`src/pair_field_grid_convolution_assert.svh`:
```
`ifndef PAIR_FIELD_GRID_CONVOLUTION_ASSERT_SVH
`define PAIR_FIELD_GRID_CONVOLUTION_ASSERT_SVH

// same-cycle implication
`define PFGC_ASSERT_IMP(label, clk, rst, ante, cons) \
   label: assert property (@(posedge clk) disable iff (rst) (ante) |-> (cons)) \
      else $error("pfgc: implication check failed");

// next-cycle implication
`define PFGC_ASSERT_NXT(label, clk, rst, ante, cons) \
   label: assert property (@(posedge clk) disable iff (rst) (ante) |=> (cons)) \
      else $error("pfgc: next-cycle check failed");

`endif

```
`src/pfgc_pkg.sv`:
```
package pfgc_pkg;

   localparam int DEF_MAX_WIDTH  = 64;
   localparam int DEF_MAX_HEIGHT = 64;

   localparam int COORD_W    = 6;
   localparam int VALUE_W    = 32;
   localparam int PHI_W      = 48;
   localparam int SIZE_REG_W = 7;
   localparam int AREA_W     = 32;
   localparam int PROD_W     = 64;
   localparam int LANES      = 4;

   localparam int DEF_ACC_W = PROD_W + $clog2(DEF_MAX_WIDTH * DEF_MAX_HEIGHT);

   localparam int REQ_DATA_W  = 112;
   localparam int REQ_USER_W  = 2;
   localparam int RSP_DATA_W  = 208;
   localparam int CSR_INDEX_W = 3;
   localparam int CSR_DATA_W  = 32;

   localparam logic [SIZE_REG_W-1:0] RST_GRID_WIDTH  = 7'd64;
   localparam logic [SIZE_REG_W-1:0] RST_GRID_HEIGHT = 7'd64;
   localparam logic [AREA_W-1:0]     RST_CELL_AREA   = 32'h0001_0000;

   localparam logic [PHI_W-1:0] PHI_MAX = 48'h7FFF_FFFF_FFFF;
   localparam logic [PHI_W-1:0] PHI_MIN = 48'h8000_0000_0000;

   typedef enum logic [1:0] {
      ACT_LOAD_DENSITY   = 2'd0,
      ACT_LOAD_POTENTIAL = 2'd1,
      ACT_COMPUTE        = 2'd2
   } action_type;

   typedef enum logic [CSR_INDEX_W-1:0] {
      CSR_GRID_WIDTH   = 3'd0,
      CSR_GRID_HEIGHT  = 3'd1,
      CSR_WALL_X       = 3'd2,
      CSR_WALL_Y       = 3'd3,
      CSR_CELL_AREA    = 3'd4
   } csr_index_type;

   typedef enum logic [2:0] {
      ST_IDLE,
      ST_SCAN,
      ST_DRAIN,
      ST_SCALE,
      ST_FINISH
   } state_type;

   typedef struct packed {
      logic       clear;
      logic       mac_valid;
      logic       scale_valid;
      logic [1:0] scale_step;
   } ctrl_type;

endpackage

```
`src/pfgc_seq.sv`:
```
`include "pair_field_grid_convolution_assert.svh"

module pfgc_seq
   import pfgc_pkg::*;
   #(
      parameter int MAX_WIDTH  = DEF_MAX_WIDTH,
      parameter int MAX_HEIGHT = DEF_MAX_HEIGHT
   )
   (
      input  logic                                  clock,
      input  logic                                  reset,
      input  logic                                  req_fire,
      input  logic [1:0]                            req_action,
      input  logic [COORD_W-1:0]                    req_cell_x,
      input  logic [COORD_W-1:0]                    req_cell_y,
      input  logic [SIZE_REG_W-1:0]                 grid_width,
      input  logic [SIZE_REG_W-1:0]                 grid_height,
      input  logic                                  wall_x,
      input  logic                                  wall_y,
      input  logic                                  out_free,
      output logic                                  req_ready,
      output logic [$clog2(MAX_WIDTH*MAX_HEIGHT)-1:0] src_addr,
      output logic [$clog2(MAX_WIDTH*MAX_HEIGHT)-1:0] tab_addr,
      output ctrl_type                              ctrl,
      output logic                                  load_out,
      output logic [COORD_W-1:0]                    out_x,
      output logic [COORD_W-1:0]                    out_y
   );

   localparam int AW  = $clog2(MAX_WIDTH * MAX_HEIGHT);
   localparam int XW  = $clog2(MAX_WIDTH);
   localparam int YW  = $clog2(MAX_HEIGHT);
   localparam int XCW = $clog2(MAX_WIDTH + 1);
   localparam int YCW = $clog2(MAX_HEIGHT + 1);
   localparam int OW  = (XCW > YCW) ? XCW : YCW;

   function automatic logic [OW-1:0] axis_offset(input logic [OW-1:0] i,
                                                 input logic [OW-1:0] j,
                                                 input logic [OW-1:0] n,
                                                 input logic          walled);
      logic [OW-1:0] d;
      if (i >= j) begin
         d = i - j;
      end else if (walled) begin
         d = j - i;
      end else begin
         d = i + n - j;
      end
      if (!walled && (d > (n >> 1))) begin
         d = n - d;
      end
      return d;
   endfunction

   state_type            state_ff, state_in;
   logic [XW-1:0]        jx_ff, jx_in;
   logic [YW-1:0]        jy_ff, jy_in;
   logic [XW-1:0]        tx_ff, tx_in;
   logic [YW-1:0]        ty_ff, ty_in;
   logic [COORD_W-1:0]   out_x_ff, out_x_in;
   logic [COORD_W-1:0]   out_y_ff, out_y_in;
   logic [2:0]           tick_ff, tick_in;
   logic                 rd_valid_ff;
   logic                 rd_valid;
   logic                 clear;
   logic                 scale_valid;
   logic [1:0]           scale_step;
   logic [XCW-1:0]       w_size;
   logic [YCW-1:0]       h_size;
   logic [OW-1:0]        dx, dy;

   always_comb begin
      w_size = (grid_width == '0) ? XCW'(1) :
               ((int'(grid_width) > MAX_WIDTH) ? XCW'(MAX_WIDTH) : XCW'(grid_width));
      h_size = (grid_height == '0) ? YCW'(1) :
               ((int'(grid_height) > MAX_HEIGHT) ? YCW'(MAX_HEIGHT) : YCW'(grid_height));
      dx = axis_offset(OW'(tx_ff), OW'(jx_ff), OW'(w_size), wall_x);
      dy = axis_offset(OW'(ty_ff), OW'(jy_ff), OW'(h_size), wall_y);
      src_addr = AW'(int'(jy_ff) * MAX_WIDTH + int'(jx_ff));
      tab_addr = AW'(int'(dy) * MAX_WIDTH + int'(dx));
   end

   always_ff @(posedge clock) begin
      if (reset) begin
         state_ff    <= ST_IDLE;
         jx_ff       <= '0;
         jy_ff       <= '0;
         tick_ff     <= '0;
         rd_valid_ff <= 1'b0;
      end else begin
         state_ff    <= state_in;
         jx_ff       <= jx_in;
         jy_ff       <= jy_in;
         tick_ff     <= tick_in;
         rd_valid_ff <= rd_valid;
      end
      tx_ff    <= tx_in;
      ty_ff    <= ty_in;
      out_x_ff <= out_x_in;
      out_y_ff <= out_y_in;
   end

   always_comb begin
      state_in    = state_ff;
      jx_in       = jx_ff;
      jy_in       = jy_ff;
      tx_in       = tx_ff;
      ty_in       = ty_ff;
      out_x_in    = out_x_ff;
      out_y_in    = out_y_ff;
      tick_in     = tick_ff;
      rd_valid    = 1'b0;
      clear       = 1'b0;
      scale_valid = 1'b0;
      scale_step  = tick_ff[1:0];
      load_out    = 1'b0;
      unique case (state_ff)
         ST_IDLE: begin
            if (req_fire && (req_action == ACT_COMPUTE) &&
                (int'(req_cell_x) < int'(w_size)) && (int'(req_cell_y) < int'(h_size))) begin
               tx_in    = XW'(req_cell_x);
               ty_in    = YW'(req_cell_y);
               out_x_in = req_cell_x;
               out_y_in = req_cell_y;
               jx_in    = '0;
               jy_in    = '0;
               clear    = 1'b1;
               state_in = ST_SCAN;
            end
         end
         ST_SCAN: begin
            rd_valid = 1'b1;
            if (int'(jx_ff) + 1 == int'(w_size)) begin
               jx_in = '0;
               if (int'(jy_ff) + 1 == int'(h_size)) begin
                  tick_in  = '0;
                  state_in = ST_DRAIN;
               end else begin
                  jy_in = jy_ff + YW'(1);
               end
            end else begin
               jx_in = jx_ff + XW'(1);
            end
         end
         ST_DRAIN: begin
            // wait for the last products to land in the accumulators
            tick_in = tick_ff + 3'd1;
            if (tick_ff == 3'd2) begin
               tick_in  = '0;
               state_in = ST_SCALE;
            end
         end
         ST_SCALE: begin
            // three limb passes, then wait for the last scaled products to land
            scale_valid = (tick_ff < 3'd3);
            tick_in     = tick_ff + 3'd1;
            if (tick_ff == 3'd4) begin
               tick_in  = '0;
               state_in = ST_FINISH;
            end
         end
         ST_FINISH: begin
            if (out_free) begin
               load_out = 1'b1;
               state_in = ST_IDLE;
            end
         end
         default: begin
            state_in = ST_IDLE;
         end
      endcase
   end

   assign req_ready        = (state_ff == ST_IDLE);
   assign ctrl.clear       = clear;
   assign ctrl.mac_valid   = rd_valid_ff;
   assign ctrl.scale_valid = scale_valid;
   assign ctrl.scale_step  = scale_step;
   assign out_x            = out_x_ff;
   assign out_y            = out_y_ff;

   `PFGC_ASSERT_IMP(a_unit_exclusive, clock, reset, ctrl.mac_valid, !ctrl.scale_valid)
   `PFGC_ASSERT_IMP(a_load_when_free, clock, reset, load_out, out_free)
   `PFGC_ASSERT_IMP(a_scan_in_grid, clock, reset, rd_valid, (int'(jx_ff) < int'(w_size)) && (int'(jy_ff) < int'(h_size)))
   `PFGC_ASSERT_NXT(a_clear_starts_scan, clock, reset, ctrl.clear, state_ff == ST_SCAN)

endmodule

```
`config.mk`:
```
export PLATFORM = sky130hd
export DESIGN_NAME = pfgc_seq
export DESIGN_NICKNAME = d
export VERILOG_FILES = /design/src/pfgc_pkg.sv /design/src/pfgc_seq.sv
export VERILOG_INCLUDE_DIRS = /design/src /design/src/src
export SDC_FILE = /design/constraint.sdc
export NUM_CORES = 1
export LEC_CHECK = 0
export ABC_AREA = 1
export BUFFER_PORTS_ARGS = -buffer_cell sky130_fd_sc_hd__buf_2
export CAP_MARGIN = 20
export CORE_AREA = 2 2 114 144
export DETAILED_ROUTE_END_ITERATION = 12
export DIE_AREA = 0 0 116 146
export PLACE_DENSITY_LB_ADDON = 0.3
export REMOVE_ABC_BUFFERS = 1
export SYNTH_ARGS = -nofsm -noshare
export SYNTH_HDL_FRONTEND = slang
export SYNTH_SLANG_ARGS = --single-unit
```
`constraint.sdc`:
```
create_clock -name clock -period 7.3 [get_ports clock]
set_clock_uncertainty 0.05 [all_clocks]
set_input_delay 1.46 -clock clock [delete_from_list [all_inputs] [get_ports clock]]
set_output_delay 1.46 -clock clock [all_outputs]
set_load 0.02 [all_outputs]
```
-- Word-level counts from Yosys, hierarchy flattened
Index checks and enable logic that the tools add are counted.
- register bits after elaboration: 31
- input port bits: 34
- word-level logic and storage cells: 100
- add/subtract/negate cells: 17
- magnitude comparators: 9
- equal/unequal tests: 16
- multiplexer cells: 34
- reductions and logical operators: 17
- operator list (kind ; count):
    $mux W7 ; 9
    $mux W3 ; 10
    $mux W6 ; 5
    $sub A6 B6 Y7 ; 4
    $pmux W6 S2 ; 2
    $pmux W3 S5 ; 1
    $add A6 B1 Y7 const B ; 2
    $add A6 B7 Y7 ; 2
    $eq A7 B7 Y1 ; 2
    $gt A7 B6 Y1 ; 2
    $gt A7 B7 Y1 const B ; 2
    $logic_not A7 Y1 ; 2
    $lt A6 B7 Y1 ; 2
    $sub A7 B6 Y7 ; 2
    $add A12 B6 Y12 ; 1
    $add A12 B7 Y12 ; 1
    $add A6 B1 Y6 const B ; 2
    $ge A6 B6 Y1 ; 2
    $ne A2 B2 Y1 const B ; 6
    $eq A3 B2 Y1 const B ; 3
    $pmux W3 S3 ; 1
    $sub A7 B7 Y7 ; 1
    $eq A3 B3 Y1 const B ; 2
    $mux W1 ; 6
    15 further kinds ; 21

-- Longest topological paths before layout
Gate-level depths: netlist (run 1).
- depth after elaboration: 11
- mapped depth: 35
- gate-level depth less buffers: 35

-- Worst setup path after synthesis (run 1)
OpenSTA, ideal clock, no wires.
- path type: input -> output
- start point: input grid_width[6]
- end point: output tab_addr[10]
- arrival: 5.464 ns
- data required time: 5.790 ns
- slack: 0.326 ns
- cell stages on the path: 28
- path buffers: 0
- cell sequence: inv_2 > nand2_1 > fa_1 > inv_1 > ha_1 > a21oi_1 > nand2_1 > nand2_1 > a21oi_1 > or3_1 > o21ai_2 > inv_1 > ha_1 > a21oi_1 > nand2_1 > nand2_1 > nand2_1 > a21oi_1 > xor2_1 > inv_1 > nand4_1 > nand2_1 > ha_1 > ha_1 > inv_1 > nor2_2 > nand2_1 > xor2_1
- longest elaborated chain between the ends: 11
- elaborated cells between the ends (all ways): 13
- those cells by class: add/sub: 4; order compare: 2; mux: 5; reduce/logical: 2
- ends and longest elaborated chain (element ; line ; RTL):
    from (decl) ; pfgc_seq.sv:16 ; input logic [SIZE_REG_W-1:0] grid_width,
    $gt A7 B7 Y1 ; pfgc_seq.sv:74 ; ((int'(grid_width) > MAX_WIDTH) ? XCW'(MAX_WIDTH) : XCW'(grid_width));
    $mux W7 ; pfgc_seq.sv:74 ;
    $mux W7 (*) ; pfgc_seq.sv:73 ; w_size = (grid_width == '0) ? XCW'(1) :
    $add A6 B7 Y7 ; pfgc_seq.sv:47 ; d = i + n - j;
    $sub A7 B6 Y7 ; pfgc_seq.sv:47 ;
    $mux W7 ; pfgc_seq.sv:44 ; end else if (walled) begin
    $mux W7 ; pfgc_seq.sv:42 ; if (i >= j) begin
    $gt A7 B6 Y1 ; pfgc_seq.sv:49 ; if (!walled && (d > (n >> 1))) begin
    $logic_and A1 B1 Y1 ; pfgc_seq.sv:49 ;
    $mux W7 (*) ; pfgc_seq.sv:49 ;
    $add A12 B7 Y12 (*) ; pfgc_seq.sv:80 ; tab_addr = AW'(int'(dy) * MAX_WIDTH + int'(dx));
    to (decl) ; pfgc_seq.sv:23 ; output logic [$clog2(MAX_WIDTH*MAX_HEIGHT)-1:0] tab_addr,
Every way passes the cells marked *; elsewhere a longest branch is shown, timed or not.

-- Worst setup path after layout (run 1)
- start point: input grid_width[4]
- end point: output tab_addr[8]
Same word-level chain as after synthesis.

==> impl_results.md, run 1 <==
- Crit. End Element: output port
- Initial DRC count: 274
- Family with the most delay on the worst path: simple AND/OR/NAND/NOR gates
- Final period utilization: between 90 and 100%
- Gate power share: ~77%
- Crit path DAT: around 5.5 ns
- Internal Power: around 1.1 mW
- Critical path peak fanout: 4
- Busiest grt layer: met2
- Total track usage: between 10% and 20%
- Clock buffer count from CTS: 5
- Worst hold path class: flop to flop
- Post-Synthesis Cells: around 800
- Clock share of power: about a tenth
- Fin cells: 1129
- Most frequent cells in the layout: nand2_1 (180), inv_1 (138), buf_2 (73)
- Syn avg cell area: about 6.7 sq um
- Fin util: between 40% and 50%
- Max-slew violations: 0
- Yosys warning count: 0
- PD cells: roughly 330 nW/um^2
- Via Count: approximately 5400
- Buffers and inverters on the worst path: 7
- Global placer's final weighted congestion: roughly 0.91
- CP max stage cell: fa_1
- Critical Path RT: approximately 5.8 ns
- Setup crit start kind: input port
- Fmax: around 0.14 GHz
- Clk buf depth: 2
- Root Driver: clkbuf_16
- Die Wd: ~120 um
- Post-Route WL: 16200 um
- Register area: 741 sq um
- VDD IR-drop max: around 0.38 mV
- Fillers: between 1500 and 2000
- Routed Antenna Nets: 0
- Dpl hpwl: between 10000 and 15000 um
- Vias in the first global route: 5259
- Clk sinks: 31
- Core Area: 15400 sq um
- Gr ovfl total: 0
- Die Ht: roughly 150 um
- Fraction of layout cells with a size suffix above 1: around a quarter
- N_diodes: 0
- Met2 GRT Util: 34.9%
- Synth area leaders: ha_1 (18%), nand2_1 (13%), inv_1 (10%), dfxtp_1 (7.1%), fa_1 (6.7%)
- Worst-Margin Slew: around 0.62 ns
- Met3 GRT Util: between 1 and 1.5%
- Top-area cell type share of the netlist area: between 10% and 20%
- CTS H-tree lvls: 2
- EDFF count, synth: 12
- Status: complete, no violations
- Area occupied by multi-input gates: 4230 sq um
- Most used DFF post-synth: dfxtp_1
- Clock-pin slew on the worst setup and hold paths: around 0.05 ns
- First-pass GRT wire length: 25800 um
- Post-synth cell types: between 50 and 60
- FF+latch count, synth: 31
- Seq/Total Area, Yosys: between 10 and 15%
- Synth Cell Area: 5340 sq um
- FP Rows: 51
- Maxcap violations: 0
- GR Util met1: a little under a quarter
- Die Footprint: 16900 sq um
- Endpoints failing setup: 0
- Setup CP Type: input port to output port
- Minimum clock period: ~7 ns
- Starting Density: between 30% and 40%
- Fin nets: 1043
- # IOs: 77
- Area growth syn-to-layout: 26.5%
- Hold-fix buffers, CTS: 0
- Leakage: 3.52 nW
- Initial antenna violation count: 0
- Psw: roughly 1.2 mW
- Clock Latency Late Sink: between 0.2 and 0.3 ns
- Routed vias/inst: around 4.8
- Drt first pass iters: 4
- CP dominant cell by count: ha_4
- Crit-path max cell delay: 0.47 ns
- Worst rel slew slack: 58.8%
- Yosys top cell by area: ha_1
- Switching part of the total: between 50% and 60%
- CTS tree: built
- Per-cell routed wire length: roughly 14 um
- Total power: 2.22 mW
- Async set or reset register ratio after synthesis: 0%
- I/O Buffers: 76
- Largest net degree at the start of global routing: 17
- Most common cell after layout, fill and taps aside: nand2_1
- Sequential share of power: 12.2%
- DRC: 0
- Cell count after placement: between 1000 and 1500
- Hold violation count in the final report: 0
-- sequential cells by signal, summed over array words and instances, names as in the netlist --
register,count
state_ff,3
jx_ff,6
out_x,6
jy_ff,6
rd_valid_ff,1
tick_ff,3
out_y,6
-- worst min-delay path, cell delays in order, from the launching register on --
cell and delay [ns]:
dfxtp_1 0.34, nand2_1 0.07, a21oi_1 0.05
-- power groups by stage --
stage / clock, mW / sequential [mW] / combinational, mW
2_1_floorplan: 0 / 0.275 / 1.10
3_3_place_gp: 0 / 0.276 / 1.54
5_1_grt: 0.245 / 0.277 / 1.92
6_report: 0.235 / 0.271 / 1.71
4_1_cts: 0.239 / 0.271 / 1.56
3_5_place_dp: 0 / 0.274 / 1.54
-- what timing repair did --
item / in CTS / in global routing
buffers inserted: 0 / 9
hold endpoints to repair: 0 / 0
endpoints found under the setup margin: 2 / 5
pin swaps: 1 / 25
resized for setup: 7 / 62
-- layout make-up --
| class | count | area share (%) |
|---|---|---|
| Clock inverter | 3 | 0.574 |
| Timing Repair Buffer | 126 | 11.5 |
| Sequential cell | 31 | 11.0 |
| Inverter | 152 | 8.54 |
| Multi-Input combinational cell | 600 | 62.6 |
| Tap cell | 212 | 3.93 |
| Clock buffer | 5 | 1.85 |
-- synth_stat cells (4+ instances only) --
master    number
inv_2          8
o21ai_0       21
nand2_1      192
nor2_2         7
fa_1          18
nor3_1         4
nand3_1       59
nand2_2       13
edfxtp_1      12
a21oi_1       50
xor2_1        28
inv_1        142
xnor2_1        4
nand2_4        4
nor2_1        51
ha_1          75
buf_4          5
nand3_2        4
dfxtp_1       19
nand4_1       20
nand3_4        4
o21ai_1        7
-- final timing paths --
| path | from | to | slack, ns | cells past startpoint |
|---|---|---|---|---|
| hold reg to reg | tick_ff[0] | tick_ff[0] | 0.46 | 2 |
| setup reg to reg | jx_ff[1] | state_ff[2] | 4.96 | 12 |
| setup / recovery | grid_width[4] | tab_addr[8] | 0.28 | 31 |
| hold / removal | tick_ff[0] | tick_ff[0] | 0.46 | 2 |
-- metal layers --
metal  part of all wire (%)  vias to the layer above
li1                       -                     2794
met2                     52                      116
met4                    2.9                        0
met3                    4.0                       30
met1                     41                     2485
met5                      0                        -
-- through the flow --
| step | setup WS (ns) | hold slack (ns) | area (sq um) | setup TNS (ns) |
|---|---|---|---|---|
| after floorplan | 0.333 | 0.437 | 5250 | 0 |
| after global placement | -0.0471 | 0.457 | 6200 | -0.0471 |
| after detailed placement | -0.150 | 0.454 | 6200 | -0.169 |
| after CTS | 0.0189 | 0.463 | 6390 | 0 |
| after global routing | -0.0276 | 0.510 | 6760 | -0.0586 |
| final | 0.276 | 0.465 | 6760 | 0 |
-- cells by family after synthesis --
kind of cell / count (synthesis) / synth area share, %
AOI/OAI and AO/OA: 99 / 10.3
xor gates and xnor gates: 32 / 5.25
adders and majority gates: 93 / 24.3
buffers and inverters: 166 / 12.4
DFF: 31 / 13.9
muxes: 3 / 0.562
and+or+nand+nor: 373 / 33.3
No activity file was read; power rests on OpenSTA's default activity.
==> run 2, diff against run 1 <==
--- a/config.mk
+++ b/config.mk
@@ -9,9 +9,9 @@
 export ABC_AREA = 1
 export BUFFER_PORTS_ARGS = -buffer_cell sky130_fd_sc_hd__buf_2
 export CAP_MARGIN = 20
-export CORE_AREA = 2 2 114 144
+export CORE_AREA = 3 3 115 145
 export DETAILED_ROUTE_END_ITERATION = 12
-export DIE_AREA = 0 0 116 146
+export DIE_AREA = 0 0 118 148
 export PLACE_DENSITY_LB_ADDON = 0.3
 export REMOVE_ABC_BUFFERS = 1
 export SYNTH_ARGS = -nofsm -noshare
==> constraint.sdc (replaced) <==
create_clock -name clock -period 6.7 [get_ports clock]
set_clock_uncertainty 0.05 [all_clocks]
set_input_delay 1.34 -clock clock [delete_from_list [all_inputs] [get_ports clock]]
set_output_delay 1.34 -clock clock [all_outputs]
set_load 0.02 [all_outputs]
==> run 2 against run 1 <==
The run now ends with setup timing left. Final cell count up 3.6%. Sequential cell count unchanged. Sequential share of layout area down 0.79 points. Highest routed layer unchanged.
==> impl_results.md, run 2 (synthesized netlist as in run 1, its figures left out) <==
- Worst hold path class: flop to flop
- Dpl hpwl: 13700 um
- Maxcap violations: 0
- Clock buffer count from CTS: 5
- Worst-Margin Slew: approximately 0.59 ns
- Final WS setup: -0.0160 ns
- Root Driver: clkbuf_16
- Vias in the first global route: approximately 5500
- Per-cell routed wire length: approximately 14 um
- Fin nets: 1084
- Global placer's final weighted congestion: 0.928
- Setup crit start kind: input port
- Fin util: between 40% and 50%
- FP Rows: 51
- Status: finished, violations left
- Hold path endpoint: tick_ff[0]
- Minimum clock period: 6.72 ns
- Sequential share of power: 11.1%
- Area growth syn-to-layout: 36.3%
- Die Ht: 148 um
- Final period utilization: 100%
- Die Footprint: roughly 17000 sq um
- CTS tree: built
- Gate power share: roughly four fifths
- CP max stage cell: fa_1
- I/O Buffers: 76
- First-pass GRT wire length: approximately 27000 um
- Crit. End Element: output port
- Worst rel slew slack: between 60% and 70%
- Endpoints failing setup: 1
- Total track usage: approximately a fifth
- Fmax: 0.149 GHz
- Clock share of power: ~8.4%
- Failing checks: setup timing
- Largest net degree at the start of global routing: 17
- Fraction of layout cells with a size suffix above 1: between 30 and 40%
- CTS H-tree lvls: 2
- R2R Path End: state_ff[2]
- Crit path DAT: around 5.3 ns
- Internal Power: around 1.2 mW
- RSZ-0062 raised after global routing: yes
- N_diodes: 0
- Leakage: roughly 3.7 nW
- Critical Path RT: about 5.3 ns
- Hold-fix buffers, CTS: 0
- Gr ovfl total: 0
- CP dominant cell by count: ha_4
- Core Area: 15500 sq um
- Max-slew violations: 0
- Clock Latency Late Sink: 0.27 ns
- Via Count: between 5000 and 6000
- Min-delay src: tick_ff[0]
- Die Wd: 118 um
- Post-Route WL: 16700 um
- Reg2Reg Setup Slack: roughly 4.4 ns
- Initial antenna violation count: 0
- Clock-pin slew on the worst setup and hold paths: 0.05 ns
- Critical path peak fanout: 4
- Clk sinks: 31
- PD cells: 352 nW/um^2
- Initial DRC count: 350
- # IOs: 77
- Clk buf depth: 2
- Setup CP Type: input port to output port
- Hold violation count in the final report: 0
- Psw: between 1 and 1.5 mW
- Starting Density: between 30% and 40%
- Most frequent cells in the layout: nand2_1 (169), inv_1 (132), buf_4 (91)
- Routed vias/inst: ~4.8
- Total negative setup slack: -0.0160 ns
- VDD IR-drop max: around 0.55 mV
- Routed Antenna Nets: 0
- Switching part of the total: roughly 52%
- Most common cell after layout, fill and taps aside: nand2_1
- DRC: 0
- R2r worst-path depth: 12
- Worst r2r src: jx_ff[1]
- Drt first pass iters: 6
- Crit-path max cell delay: 0.52 ns
- Worst hold stages: 2
- Fillers: between 1500 and 2000
-- run 2: cell count changes in the layout (fill, tap and decap cells not counted), moves of 5 or more --
| cell | delta |
|---|---|
| buf_2 | -9 |
| inv_2 | +7 |
| ha_4 | +6 |
| nand2_2 | +10 |
| nand3_1 | -5 |
| nand2_1 | -11 |
| ha_1 | -7 |
| inv_1 | -6 |
| buf_4 | +42 |
| nand3_2 | +5 |
| buf_6 | +7 |
-- run 2: worst max-delay path by stage --
stage	startpoint	to	slack, ns	cells after the start
detailed placement	grid_width[4]	tab_addr[10]	-0.38	29
global placement	grid_width[6]	tab_addr[10]	-0.36	31
floorplan	grid_width[6]	tab_addr[10]	-0.03	28
finish	grid_width[5]	tab_addr[10]	-0.02	31
CTS	grid_width[5]	tab_addr[10]	-0.007	33
global route	grid_height[3]	tab_addr[10]	-0.35	36
-- run 2: what timing repair did --
| item | 4_1_cts | 5_1_grt |
|---|---|---|
| setup buffers | 6 | 7 |
| gates resized for setup | 63 | 66 |
| endpoints found under the setup margin | 5 | 10 |
| pin swaps | 33 | 45 |
-- run 2: cell type report --
cell class	instances	area (sq um)	share of cell area [%]
multi-input combinational	600	4420	60.7
timing repair buffer	167	1140	15.7
sequential	31	741	10.2
inverter	152	574	7.89
tap	212	265	3.64
clock buffer	6	129	1.77
clock inverter	2	8.76	0.120
-- run 2: stage by stage --
step	worst slack (ns)	power [mW]	cell area (sq um)	hold WS, ns	instances
after floorplan	-0.0265	1.50	5250	0.437	783
after global placement	-0.362	2.04	6470	0.454	1148
after detailed placement	-0.379	2.05	6470	0.465	1148
after CTS	-0.00707	2.41	6950	0.473	1162
after global routing	-0.346	2.84	7280	0.511	1170
final	-0.0160	2.56	7280	0.469	1170
-- run 2: worst max-delay path: cells and delay by family --
family | cells | cell delay (ns)
simple gates | 16 | 1.64
fa+ha+maj | 5 | 1.31
buf+inv | 6 | 0.52
compound gates | 3 | 0.38
xor+xnor | 1 | 0.15
-- run 2: routing by layer --
layer	track usage, %	up-vias	wire (um)
met5	0	-	0
met4	6.86	0	611
met3	2.10	36	580
met2	35.5	123	8530
met1	22.1	2539	7010
li1	-	2871	-
-- run 2: power groups by stage --
stage               sequential, mW  combinational, mW  clock [mW]
finish                       0.285               2.06       0.215
global route                 0.292               2.32       0.228
CTS                          0.285               1.91       0.219
detailed placement           0.289               1.76           0
global placement             0.290               1.75           0
floorplan                    0.300               1.20           0
==> run 3, diff against run 2 <==
--- a/config.mk
+++ b/config.mk
@@ -10,6 +10,7 @@
 export BUFFER_PORTS_ARGS = -buffer_cell sky130_fd_sc_hd__buf_2
 export CAP_MARGIN = 20
 export CORE_AREA = 3 3 115 145
+export CTS_BUF_LIST = sky130_fd_sc_hd__clkbuf_4 sky130_fd_sc_hd__clkbuf_8
 export DETAILED_ROUTE_END_ITERATION = 12
 export DIE_AREA = 0 0 118 148
 export PLACE_DENSITY_LB_ADDON = 0.3
==> run 3 against run 2 <==
The flow still finishes with violations (setup timing). Global-route usage is essentially flat. First-iteration DRC count shrank 0.57%. Final cell count is the same. Largest cell class unchanged. Highest routed layer unchanged.
==> impl_results.md, run 3 (synthesized netlist as in run 1, its figures left out) <==
- Dpl hpwl: 13700 um
- CP max stage cell: fa_1
- Fillers: ~1600
- Max-slew violations: 0
- Vias in the first global route: between 5000 and 6000
- Post-Route WL: around 17000 um
- Post-route cell area: approximately 7200 sq um
- Clk buf depth: 2
- Worst hold slack: ~0.47 ns
- Minimum clock period: between 6 and 7 ns
- Worst rel slew slack: 61.0%
- Area growth syn-to-layout: 35.3%
- R2r worst-path depth: 13
- Crit path DAT: 5.32 ns
- PD cells: around 340 nW/um^2
- First-pass GRT wire length: around 27000 um
- Placed cell area: between 6000 and 7000 sq um
- Routed vias/inst: about 4.8
- Fin nets: approximately 1100
- Register area: 741 sq um
- Worst hold stages: 2
- Worst-Margin Slew: about 0.6 ns
- Worst hold path class: flop to flop
- CTS H-tree lvls: 2
- CP dominant cell by count: ha_4
- Endpoints failing setup: 1
- Critical path peak fanout: 4
- Die Ht: ~150 um
- Most frequent cells in the layout: nand2_1 (169), inv_1 (132), buf_4 (91)
- Root Driver: clkbuf_8
- Critical Path RT: about 5.3 ns
- Maxcap violations: 0
- Final WS setup: -0.0149 ns
- Global placer's final weighted congestion: slightly above 0.9
- Cell depth of the worst setup path: 31
- VDD IR-drop max: 0.551 mV
- Clock buffer count from CTS: 5
- Hold violation count in the final report: 0
- Core Area: 15500 sq um
- Drt first pass iters: 6
- DRC: 0
- Per-cell routed wire length: approximately 14 um
- Gr ovfl total: 0
- Fraction of layout cells with a size suffix above 1: approximately 33%
- Leakage: 3.72 nW
- Initial antenna violation count: 0
- Initial DRC count: approximately 350
- # IOs: between 70 and 80
- Buffers and inverters on the worst path: 6
- Final period utilization: 100%
- Setup crit start kind: input port
- CTS tree: built
- Family with the most delay on the worst path: simple AND/OR/NAND/NOR gates
- Starting Density: about a third
- N_diodes: 0
- Area occupied by multi-input gates: roughly 4400 sq um
- Clock-pin slew on the worst setup and hold paths: ~0.060 ns
- Largest net degree at the start of global routing: 17
- Via Count: approximately 5600
- Clk sinks: 31
- FP Rows: 51
- I/O Buffers: between 70 and 80
- Fin util: 46.6%
- Most common cell after layout, fill and taps aside: nand2_1
- RSZ-0062 raised after global routing: yes
- Clock Latency Late Sink: about 0.28 ns
- Total power: 2.49 mW
- Status: finished, violations left
- Crit-path max cell delay: about 0.51 ns
- Die Wd: ~120 um
- Routed Antenna Nets: 0
- Failing checks: setup timing
- Setup CP Type: input port to output port
- Total negative setup slack: -0.0149 ns
- Die Footprint: 17500 sq um
- Hold-fix buffers, CTS: 0
- Reg2Reg Setup Slack: 4.37 ns
- Crit. End Element: output port
- Fmax: about 0.15 GHz
- Total track usage: 18.9%
## run 3: cell counts in the layout (fill, tap and decap cells not counted)
No cell type changed its count.
## run 3: layer usage
| layer | GRT usage (%) | up-vias | wire, um |
|---|---|---|---|
| met2 | 35.4 | 125 | 8520 |
| met3 | 2.10 | 38 | 623 |
| met4 | 6.69 | 0 | 624 |
| met1 | 22.1 | 2538 | 6890 |
| li1 | - | 2870 | - |
| met5 | 0 | - | 0 |
## run 3: stage by stage
stage / instances / setup slack, ns
floorplan: 783 / -0.0265
global placement: 1148 / -0.362
detailed placement: 1148 / -0.379
CTS: 1162 / -0.00707
global route: 1170 / -0.346
finish: 1170 / -0.0149
## run 3: layout make-up
class	count	share of cell area [%]
multi-input combinational	600	61.1
timing repair buffer	167	15.8
sequential	31	10.3
inverter	152	7.95
tap	212	3.67
clock buffer	6	1.06
clock inverter	2	0.121
## run 3: what timing repair did
action	in CTS	in global routing
gates cloned	0	0
resized for setup	63	66
pin swaps	33	45
endpoints found under the setup margin	5	10
setup buffers	6	7
## run 3: worst register-to-register path: cells and delay by family, from the launching register on
kind | cells | cell delay, ns
fa+ha+maj | 1 | 0.29
buf+inv | 1 | 0.07
xor+xnor | 1 | 0.29
flops | 1 | 0.62
simple gates | 10 | 0.90
## run 3: report_power, final
part | total, mW | switching [mW] | leakage (nW) | internal [mW]
Combinational | 2.06 | 1.18 | 3.41 | 0.878
Clock | 0.145 | 0.0698 | 0.0460 | 0.0754
Sequential | 0.285 | 0.0579 | 0.263 | 0.227
Total | 2.49 | 1.31 | 3.72 | 1.18
## run 3: worst paths after layout
path	startpoint	endpoint
setup / recovery	grid_width[5]	tab_addr[10]
hold / removal	tick_ff[0]	tick_ff[0]
setup reg to reg	jy_ff[0]	jy_ff[5]
hold reg to reg	tick_ff[0]	tick_ff[0]
